**config.mk**
```make
export PLATFORM = sky130hd
export DESIGN_NAME = ppm_p3_pixel_text_encoder
export DESIGN_NICKNAME = d
export VERILOG_FILES = /design/src/design/ppmenc_pkg.sv /design/src/design/ppm_p3_pixel_text_encoder.sv
export SDC_FILE = /design/constraint.sdc
export NUM_CORES = 1
export LEC_CHECK = 0
export ABC_CLOCK_PERIOD_IN_PS = 11300
export BUFFER_PORTS_ARGS = -buffer_cell sky130_fd_sc_hd__buf_2
export CAP_MARGIN = 20
export CORE_ASPECT_RATIO = 0.75
export CORE_MARGIN = 2
export CORE_UTILIZATION = 58
export DETAILED_ROUTE_END_ITERATION = 7
export PLACE_DENSITY = 0.8
export SYNTH_ARGS = -nofsm -noshare
export SYNTH_HDL_FRONTEND = slang
export SYNTH_SLANG_ARGS = --single-unit
```
**constraint.sdc**
```tcl
create_clock -name clk -period 11.3 [get_ports clk]
set_input_delay 0.565 -clock clk [delete_from_list [all_inputs] [get_ports clk]]
set_output_delay 0.565 -clock clk [all_outputs]
set_load 0.01 [all_outputs]
```
**src/design/ppmenc_pkg.sv**
```systemverilog
// Package for the PPM P3 pixel text encoder.
// Holds the ASCII codes, sizing constants and the decimal digit split.
// No dependencies.
`timescale 1ns / 1ps

package ppmenc_pkg;

	localparam logic [7:0] CHAR_SPACE   = 8'h20;
	localparam logic [7:0] CHAR_NEWLINE = 8'h0A;
	localparam logic [7:0] CHAR_ZERO    = 8'h30;

	localparam int unsigned MAX_LEVEL = 255;
	localparam int unsigned MAX_BYTES = 13;
	localparam int unsigned LINE_W    = 7;
	localparam int unsigned COUNT_W   = 4;

	typedef logic [LINE_W-1:0]  line_len_t;
	typedef logic [COUNT_W-1:0] byte_count_t;

	typedef struct packed {
		logic [3:0] hundreds;
		logic [3:0] tens;
		logic [3:0] ones;
		logic [1:0] len;
	} digits_t;

	// Splits 0..255 into decimal digits. The tens digit uses a reciprocal
	// multiply by 205 / 2048, exact for remainders below 100.
	function automatic digits_t to_decimal(input logic [7:0] value);
		digits_t    d;
		logic [7:0] rem;
		logic [14:0] recip;
		logic [6:0] rem7;
		if (value >= 8'd200) begin
			d.hundreds = 4'd2;
			rem        = value - 8'd200;
		end else if (value >= 8'd100) begin
			d.hundreds = 4'd1;
			rem        = value - 8'd100;
		end else begin
			d.hundreds = 4'd0;
			rem        = value;
		end
		rem7   = rem[6:0];
		recip  = 15'(rem7) * 15'd205;
		d.tens = recip[14:11];
		d.ones = 4'(rem7 - 7'(d.tens) * 7'd10);
		if (value >= 8'd100) begin
			d.len = 2'd3;
		end else if (value >= 8'd10) begin
			d.len = 2'd2;
		end else begin
			d.len = 2'd1;
		end
		return d;
	endfunction

endpackage

```
**src/design/ppm_p3_pixel_text_encoder.sv**
```systemverilog
// Top level of the PPM P3 pixel text encoder.
// Depends on ppmenc_pkg for ASCII codes, sizes and the decimal split.
// Contains the input register, the pixel encoder and the byte serializer.
`timescale 1ns / 1ps

// Usage
// The input channel takes one pixel per beat (red, green, blue as signed
// fixed point with FRACTION_BITS fraction bits, plus last_in_row) under
// in_valid / in_ready. The output channel gives one ASCII byte per beat
// (text_byte) under out_valid / out_ready, with last_byte high on the final
// byte that a pixel produces.
// A pixel accepted into the input register is encoded there and loaded into
// the byte buffer once the buffer is empty or gives up its last byte; its
// first byte is then offered from the byte buffer.
// Each pixel yields 5 to 13 bytes, and the output port moves one byte per
// cycle while out_ready is high. The input register takes the next pixel
// while the buffer still drains, and the buffer reloads in the same cycle
// that its last byte is taken, so the output runs without gaps.
// When the receiver stalls, the buffer holds its byte and the input register
// holds one waiting pixel, after which in_ready drops.
// Reset clears both valid flags and the running line length; no pass over
// any storage follows reset.
module ppm_p3_pixel_text_encoder #(
	parameter int LINE_LIMIT    = 70,
	parameter int FRACTION_BITS = 12
) (
	input  logic               clk,
	input  logic               arst_n,
	input  logic               in_valid,
	output logic               in_ready,
	input  logic signed [15:0] red,
	input  logic signed [15:0] green,
	input  logic signed [15:0] blue,
	input  logic               last_in_row,
	output logic               out_valid,
	input  logic               out_ready,
	output logic [7:0]         text_byte,
	output logic               last_byte
);

	import ppmenc_pkg::*;

	localparam int unsigned BUF_W = MAX_BYTES * 8;
	localparam logic signed [24:0] ROUND_HALF = 25'(1) <<< (FRACTION_BITS - 1);
	localparam logic [7:0] LIMIT_8 = 8'(LINE_LIMIT);

	// Scale by 255 with round half up, clamped to 0..255.
	function automatic logic [7:0] scale_channel(input logic signed [15:0] raw);
		logic signed [24:0] wide;
		logic signed [24:0] prod;
		logic signed [24:0] shifted;
		wide    = 25'(raw);
		prod    = (wide <<< 8) - wide + ROUND_HALF;
		shifted = prod >>> FRACTION_BITS;
		if (prod < 0) begin
			return 8'd0;
		end else if (shifted > 25'sd255) begin
			return 8'(MAX_LEVEL);
		end
		return shifted[7:0];
	endfunction

	// Input register.
	logic               valid_s1;
	logic signed [15:0] red_s1;
	logic signed [15:0] green_s1;
	logic signed [15:0] blue_s1;
	logic               last_s1;

	// Byte buffer, byte 0 is the final byte of the pixel.
	logic        valid_s2;
	byte_count_t rem_s2;
	logic [7:0]  bytes_s2 [MAX_BYTES];

	line_len_t line_length_q;

	logic load_s2;
	logic out_fire;
	logic [BUF_W-1:0] enc_bytes;
	byte_count_t      enc_count;
	line_len_t        enc_line_length;
	byte_count_t      rd_idx;

	assign out_fire = valid_s2 && out_ready;
	assign load_s2  = valid_s1 && (!valid_s2 || (out_fire && rem_s2 == byte_count_t'(1)));
	assign in_ready = !valid_s1 || load_s2;

	always_ff @(posedge clk or negedge arst_n) begin
		if (!arst_n) begin
			valid_s1 <= 1'b0;
		end else if (in_ready) begin
			valid_s1 <= in_valid;
		end
	end

	always_ff @(posedge clk) begin
		if (in_valid && in_ready) begin
			red_s1   <= red;
			green_s1 <= green;
			blue_s1  <= blue;
			last_s1  <= last_in_row;
		end
	end

	// Encoder: three numbers with their separators, then the row-end
	// newline. Bytes pack in from the low end, so earlier bytes move up.
	always_comb begin
		logic [7:0]  level [3];
		digits_t     d;
		logic [23:0] digit_word;
		logic [31:0] chunk;
		logic [2:0]  n;
		logic [7:0]  sum;
		line_len_t   ll;
		logic [BUF_W-1:0] acc;
		byte_count_t cnt;
		level[0] = scale_channel(red_s1);
		level[1] = scale_channel(green_s1);
		level[2] = scale_channel(blue_s1);
		ll  = line_length_q;
		acc = '0;
		cnt = '0;
		for (int i = 0; i < 3; i++) begin
			d = to_decimal(level[i]);
			case (d.len)
				2'd3: digit_word = {CHAR_ZERO | 8'(d.hundreds), CHAR_ZERO | 8'(d.tens),
				                    CHAR_ZERO | 8'(d.ones)};
				2'd2: digit_word = {8'd0, CHAR_ZERO | 8'(d.tens), CHAR_ZERO | 8'(d.ones)};
				default: digit_word = {16'd0, CHAR_ZERO | 8'(d.ones)};
			endcase
			sum = 8'(ll) + 8'(d.len) + 8'd1;
			if (sum >= LIMIT_8) begin
				chunk = 32'(digit_word) | (32'(CHAR_NEWLINE) << {d.len, 3'b000});
				n     = 3'(d.len) + 3'd1;
				ll    = line_len_t'(d.len);
			end else if (ll != '0) begin
				chunk = 32'(digit_word) | (32'(CHAR_SPACE) << {d.len, 3'b000});
				n     = 3'(d.len) + 3'd1;
				ll    = sum[LINE_W-1:0];
			end else begin
				chunk = 32'(digit_word);
				n     = 3'(d.len);
				ll    = line_len_t'(d.len);
			end
			acc = (acc << {n, 3'b000}) | BUF_W'(chunk);
			cnt = cnt + byte_count_t'(n);
		end
		if (last_s1) begin
			acc = (acc << 8) | BUF_W'(CHAR_NEWLINE);
			cnt = cnt + byte_count_t'(1);
			ll  = '0;
		end
		enc_bytes       = acc;
		enc_count       = cnt;
		enc_line_length = ll;
	end

	always_ff @(posedge clk or negedge arst_n) begin
		if (!arst_n) begin
			line_length_q <= '0;
			valid_s2      <= 1'b0;
			rem_s2        <= '0;
		end else if (load_s2) begin
			line_length_q <= enc_line_length;
			valid_s2      <= 1'b1;
			rem_s2        <= enc_count;
		end else if (out_fire) begin
			rem_s2 <= rem_s2 - byte_count_t'(1);
			if (rem_s2 == byte_count_t'(1)) begin
				valid_s2 <= 1'b0;
			end
		end
	end

	always_ff @(posedge clk) begin
		if (load_s2) begin
			for (int i = 0; i < MAX_BYTES; i++) begin
				bytes_s2[i] <= enc_bytes[8*i +: 8];
			end
		end
	end

	assign rd_idx    = rem_s2 - byte_count_t'(1);
	assign out_valid = valid_s2;
	assign text_byte = bytes_s2[rd_idx];
	assign last_byte = (rem_s2 == byte_count_t'(1));

	// A taken byte that is not the last leaves the buffer still valid.
	a_no_early_drop: assert property (@(posedge clk) disable iff (!arst_n)
		(out_fire && rem_s2 > byte_count_t'(1)) |=> valid_s2)
		else $error("byte buffer emptied before its last byte");

	// The running line length never reaches the limit.
	a_line_bound: assert property (@(posedge clk) disable iff (!arst_n)
		8'(line_length_q) < LIMIT_8)
		else $error("line length reached the line limit");

	// Every pixel loads between 3 and 13 bytes.
	a_load_count: assert property (@(posedge clk) disable iff (!arst_n)
		load_s2 |=> (rem_s2 >= byte_count_t'(3) && rem_s2 <= byte_count_t'(MAX_BYTES)))
		else $error("pixel byte count out of range");

	// While the buffer is valid it always has bytes left.
	a_valid_count: assert property (@(posedge clk) disable iff (!arst_n)
		valid_s2 |-> rem_s2 != '0)
		else $error("valid buffer with no bytes left");

endmodule

```
==> metrics.cfg, run 1 <==
[floorplanning]
fp.dieH_um = 150.4
initial_core_util = 0.5907
num_rows = 53
ios = 64
die_width_um = 199.2
die-area_mm2 = 0.02995
core_area_mm2 = 0.02805

[pwr]
power_frac_comb = 0.726
clock_power_share = 0.126
p_per_area_mw_per_mm2 = 267.3
irDropWorstVdd_mv = 0.1561
intPower_w = 0.002454
leakage_nw = 7.684
p_seq_frac = 0.148
sw_frac_of_total = 0.4885
power.total_w = 0.004799
p_sw_w = 0.002344

[placed_design]
portBuffers = 61
postPlaceCellArea_mm2 = 0.01722
dp_slack_ns = 0.2864
place.gp.congestion = 0.9948
dp_hpwl_um = 34180

[clocking]
htreeDepth = 4
tritoncts = built
cts-root-buf = clkbuf_16
clkTransAtPathRegs_ns = 0.06
numCtsBuffers = 17
insertion_delay_ns = 0.45
cts_sinks = 139
cts.path.max_buffers = 2

[min_path]
hold_class = input port to register

[sta]
fin_crit_sh = 0.9526
hold_viol_final = 0
tns_ns = 0
drv_slew = 0
clock_skew_ns = 0.01823
min_period_ns = 10.76
setup_ws_ns = 0.5356
tightestPinTransition_ns = 1.023
setup_viol = 0
max-slew-margin-rel = 0.3133
fmax_ghz = 0.09290
whs_ns = 0.2965

[grt]
grt_first_pass_wirelength_um = 72470
grt_usage = 0.3069
overflow = 0
use_met2 = 0.4606
use_met3 = 0.06071
antenna_found_initial = 0
grt_start_max_net_pins = 78
grt_pass1_vias = 14190
met1_usage = 0.4429
top_usage_layer = met2

[route]
wl_um = 44800
num_vias = 14870
wl_per_cell_um = 19.95
avgViaCountPerCell = 6.622
firstDrtPassIters = 8
drtIter0Drc = 1980
drc = 1
drtAntennaViolNets = 0

[critical_path]
path_common_cell = ha_1
slowest_stage = or4_4
cp_slowest_stage_delay_ns = 0.54
cp_max_fo = 11
critPathRequiredTime_ns = 11.47
cp-start-kind = register
worstSetupPathType = register to register
cp.arrival_ns = 10.93
endpoint_kind = register

[synth]
synthDistinctLibCells = 113
yosys-top-cells-area = edfxtp_1 (23%), ha_1 (17%), fa_1 (4.5%)
ys_seq_elements = 139
yosys.area.top_type = edfxtp_1
synth.area.mux_share = 0.06720
synthTopCellsByCount = ha_1 (220), nand2_1 (152), nor2_1 (141)
synthMostInstantiatedCell = ha_1
yosysSeqAreaShare = 0.2480
synthAdderAreaFrac = 0.2114
synth_top_area_frac = 0.2283
yosys.area_share.simple = 0.1509
synth_top_family_by_area = compound AO/OA/AOI/OAI gates
synth_compound_area_frac = 0.2175
synth_edf_count = 126
avgSynthCellArea_um2 = 9.186
syn_inst = 1804
synth-xor-area-share = 0.04651
yosysWarnings = 0
syn_area_mm2 = 0.01657
async_flop_share = 0.09353
ys.flop_type = edfxtp_1

[flow_run]
cap_violations = 0

[finish]
antenna_cells = 0
syn_to_final_growth_pct = 8.344
drive_gt1_frac = 0.1365
postLayoutCellArea_mm2 = 0.01795
nNetsFinal = 2158

[status]
violations = design-rule violations
status = complete, but fails checks

==> kinds of logic (layout without fill, tap and decap cells) <==
kind of cell             after synthesis  count (layout)
adder cells (fa/ha/maj)              258             258
XOR/XNOR                              80              80
flip-flops                           139             139
AND/OR/NAND/NOR                      517             517
AO/OA/AOI/OAI                        518             518
other                                  1               6
buffers and inverters                212             264
multiplexers                          79              79
==> cell usage in the layout, fill, tap and decap left out, types with 11 or more instances in the layout <==
cell type and instances:
o22ai_1 27, o21ai_0 91, a31oi_1 24, a21oi_1 107, a211oi_1 19, and3_1 13
buf_4 41, o211ai_1 25, edfxtp_1 126, nand2b_1 16, xnor2_1 45, mux2_2 18
fa_1 36, nor2_1 135, a21o_1 31, dfrtp_1 13, inv_1 122, o21a_1 11
or3_1 11, clkbuf_16 17, ha_1 219, nand2_1 151, nor3_1 41, nand3_1 44
xor2_1 29, nand4_1 13, mux2i_1 37, o21ai_1 15, buf_2 61, or2_2 12
mux4_2 24, and2_1 13, nor2b_1 11
==> state kept, by name, indices dropped and copies added (netlist names), 4 cells and up <==
| signal | flops |
|---|---|
| bytes_s2 | 77 |
| blue_s1 | 16 |
| green_s1 | 16 |
| red_s1 | 16 |
| line_length_q | 7 |
| rem_s2 | 4 |
==> final cells by class <==
cell class	instances	area, um2
tap	385	481.7
sequential	139	4109
inverter	129	494.2
timing repair buffer	103	623.1
multi-input combinational	1458	11610
clock inverter	12	196.4
fill	2322	10100
clock buffer	20	436.7
==> per-layer routing <==
| layer | routed length [um] | vias to the layer above |
|---|---|---|
| li1 | - | 6890 |
| met1 | 19560 | 7016 |
| met2 | 19380 | 862 |
| met3 | 4706 | 104 |
| met4 | 1118 | 2 |
| met5 | 31 | - |
==> power groups by stage <==
stage	logic, W	clock network [W]	registers, W
floorplan	0.00252	0	0.000702
global placement	0.00323	0	0.000717
detailed placement	0.00332	0	0.000719
CTS	0.00336	0.000618	0.000709
global route	0.00382	0.000639	0.000714
finish	0.00348	0.000606	0.000710
==> worst max-delay path, delay by kind of cell (launching register included) <==
| kind | cells | cell delay [ns] |
|---|---|---|
| adder cells (fa/ha/maj) | 9 | 3.01 |
| flip-flops | 1 | 0.40 |
| XOR/XNOR | 4 | 1.12 |
| AND/OR/NAND/NOR | 6 | 1.76 |
| multiplexers | 1 | 0.12 |
| buffers and inverters | 6 | 0.74 |
| AO/OA/AOI/OAI | 15 | 3.30 |
==> worst paths after layout <==
kind	cells after the start	endpoint	slack (ns)	from
setup / recovery	41	bytes_s2[4][3]	0.54	red_s1[2]
hold / removal	1	green_s1[6]	0.30	green[6]
min in group asynchronous	2	rem_s2[3]	0.54	arst_n
setup reg to reg	41	bytes_s2[4][3]	0.54	red_s1[2]
hold reg to reg	1	out_valid	0.51	valid_s1
max in group asynchronous	2	rem_s2[2]	10.54	arst_n
==> per-stage QoR <==
step	utilization	instances
2_1_floorplan	-	1809
6_report	0.6400	2246
3_5_place_dp	0.6139	2213
5_1_grt	0.6400	2246
3_3_place_gp	0.6139	2213
4_1_cts	0.6368	2246
==> timing repair <==
item / in CTS / in global routing
hold buffers: 1 / 0
buffers inserted: 0 / 0
resized for setup: 0 / 25
hold endpoints to repair: 13 / 0
setup endpoints to repair: 0 / 67
Power figures use the tool's default switching activity.
==> run 2, diff against run 1 <==
--- a/config.mk
+++ b/config.mk
@@ -7,12 +7,12 @@
 export LEC_CHECK = 0
 export ABC_CLOCK_PERIOD_IN_PS = 11300
 export BUFFER_PORTS_ARGS = -buffer_cell sky130_fd_sc_hd__buf_2
-export CAP_MARGIN = 20
+export CAP_MARGIN = 40
 export CORE_ASPECT_RATIO = 0.75
 export CORE_MARGIN = 2
-export CORE_UTILIZATION = 58
+export CORE_UTILIZATION = 50
 export DETAILED_ROUTE_END_ITERATION = 7
-export PLACE_DENSITY = 0.8
+export PLACE_DENSITY = 0.71
 export SYNTH_ARGS = -nofsm -noshare
 export SYNTH_HDL_FRONTEND = slang
 export SYNTH_SLANG_ARGS = --single-unit
==> run 2 against run 1 <==
  * The flow now finishes without violations
  * Clock-buffer cell count shrank 1
  * First-iteration DRC count grew 15%
  * Non-clock buffer count grew 10
  * Via count is 1.3% lower
  * Highest routed layer is now met4
==> metrics.cfg, run 2 (synthesis gave the netlist of run 1 again) <==
[grt]
antenna_found_initial = 0  ; unchanged
grt_usage = 0.2641  ; was 0.3069
grt_start_max_net_pins = 72  ; was 78
grt_first_pass_wirelength_um = 73900  ; was 72470 um
grt_pass1_vias = 14150  ; was 14190
overflow = 0  ; unchanged

[pwr]
power.total_w = 0.004771  ; was 0.004799 W
p_per_area_mw_per_mm2 = 263.8  ; was 267.3 mW/mm2
leakage_nw = 7.711  ; was 7.684 nW
irDropWorstVdd_mv = 0.1473  ; was 0.1561 mV

[status]
status = finished, final reports clean  ; was complete, but fails checks

[clocking]
insertion_delay_ns = 0.46  ; was 0.45 ns
cts-root-buf = clkbuf_16  ; unchanged
htreeDepth = 4  ; unchanged
clkTransAtPathRegs_ns = 0.06  ; about the same
tritoncts = built  ; unchanged
cts_sinks = 139  ; unchanged
numCtsBuffers = 17  ; unchanged
cts.path.max_buffers = 2  ; unchanged

[finish]
syn_to_final_growth_pct = 9.129  ; was 8.344%
regMostFlops = bytes_s2  ; unchanged
register_area_mm2 = 0.004109  ; unchanged
utilization = 0.5561  ; was 0.6400
nNetsFinal = 2168  ; was 2158
largest_register_ffs = 77  ; unchanged
layout_common_cells = ha_1 (220), nand2_1 (151), nor2_1 (136), edfxtp_1 (126), inv_1 (122)  ; was ha_1 (219), nand2_1 (151), nor2_1 (135), edfxtp_1 (126), inv_1 (122)
final_common_cell = ha_1  ; unchanged
drive_gt1_frac = 0.1418  ; was 0.1365
postLayoutCellArea_mm2 = 0.01808  ; was 0.01795 mm2
antenna_cells = 0  ; unchanged
fillerInstances = 2902  ; was 2322
multi_input_area_mm2 = 0.01163  ; was 0.01161 mm2

[flow_run]
cap_violations = 0  ; unchanged

[sta]
min_period_ns = 10.66  ; was 10.76 ns
clock_skew_ns = 0.01349  ; was 0.01823 ns
hold_viol_final = 0  ; unchanged
setup_ws_ns = 0.6380  ; was 0.5356 ns
fin_crit_sh = 0.9435  ; was 0.9526
drv_slew = 0  ; unchanged
fmax_ghz = 0.09379  ; was 0.09290 GHz
tightestPinTransition_ns = 0.9294  ; was 1.023 ns
setup_viol = 0  ; unchanged
max-slew-margin-rel = 0.3723  ; was 0.3133
whs_ns = 0.2793  ; was 0.2965 ns

[min_path]
hold_class = input port to register  ; unchanged

[critical_path]
cp-start-kind = register  ; unchanged
path_buf_inv = 4  ; was 6
critPathRequiredTime_ns = 11.47  ; about the same
cp_slowest_stage_delay_ns = 0.57  ; was 0.54 ns
cp.arrival_ns = 10.83  ; was 10.93 ns
cp_max_fo = 11  ; unchanged
worstSetupPathType = register to register  ; unchanged
path_common_cell = ha_1  ; unchanged
endpoint_kind = register  ; unchanged
slowest_stage = or4_2  ; was or4_4
crit_family = adder cells  ; was compound AO/OA/AOI/OAI gates

[floorplanning]
core_area_mm2 = 0.03252  ; was 0.02805 mm2
num_rows = 57  ; was 53
ios = 64  ; unchanged
die_width_um = 214.2  ; was 199.2 um
initial_core_util = 0.5095  ; was 0.5907
fp.dieH_um = 161.7  ; was 150.4 um
die-area_mm2 = 0.03463  ; was 0.02995 mm2

[route]
firstDrtPassIters = 8  ; unchanged
wl_per_cell_um = 19.54  ; was 19.95 um
wl_um = 45160  ; was 44800 um
num_vias = 14690  ; was 14870
drtIter0Drc = 2274  ; was 1980
avgViaCountPerCell = 6.355  ; was 6.622
drtAntennaViolNets = 0  ; unchanged
drc = 0  ; was 1

[placed_design]
dp_hpwl_um = 34780  ; was 34180 um
portBuffers = 61  ; unchanged
postPlaceCellArea_mm2 = 0.01738  ; was 0.01722 mm2
place.gp.congestion = 1.002  ; was 0.9948
dp_slack_ns = 0.2031  ; was 0.2864 ns

-- run 2: worst register-to-register path: cells and delay by family (launching register included) --
kind	cells	cell delay, ns
flops	1	0.40
mux	1	0.38
compound gates	17	3.09
buf+inv	4	0.64
simple gates	12	2.44
xor+xnor	1	0.19
fa+ha+maj	10	3.22
-- run 2: repair_timing --
action | 4_1_cts | 5_1_grt
gates resized for setup | 0 | 27
hold buffers | 1 | 0
endpoints found under the setup margin | 0 | 72
endpoints found under the hold margin | 13 | 0
setup buffers | 0 | 4
-- run 2: routing by layer --
layer / vias to the layer above / wire length, um / part of all wire / GRT usage
met2: 707 / 18960 / 0.42 / 0.3927
met5: - / 0 / 0 / 0
met3: 83 / 4198 / 0.093 / 0.05356
met1: 6998 / 20890 / 0.46 / 0.3857
li1: 6898 / - / - / -
met4: 0 / 1115 / 0.025 / 0.08302
-- run 2: layout make-up --
cell class / count / area share
clock buffer: 19 / 0.02394
clock inverter: 11 / 0.006850
multi-input combinational: 1458 / 0.6430
sequential: 139 / 0.2272
inverter: 129 / 0.02740
tap: 442 / 0.03058
timing repair buffer: 113 / 0.04103
-- run 2: final timing paths --
kind | startpoint | end | slack [ns] | cells past startpoint
setup / recovery | red_s1[5] | bytes_s2[2][3] | 0.64 | 45
hold / removal | red[4] | red_s1[4] | 0.28 | 1
setup reg to reg | red_s1[5] | bytes_s2[2][3] | 0.64 | 45
hold reg to reg | valid_s1 | out_valid | 0.52 | 1
max in group asynchronous | arst_n | out_valid | 10.54 | 2
min in group asynchronous | arst_n | rem_s2[2] | 0.53 | 2
-- run 2: report_power, final --
group / internal, W / switching, W
Combinational: 0.00142 / 0.00209
Clock: 0.000321 / 0.000232
Sequential: 0.000677 / 0.0000336
Total: 0.00241 / 0.00236
-- run 2: stage by stage --
step | cells | TNS, ns
CTS | 2307 | 0
global route | 2311 | -0.03455
finish | 2311 | 0
floorplan | 1809 | 0
global placement | 2272 | 0
detailed placement | 2276 | 0
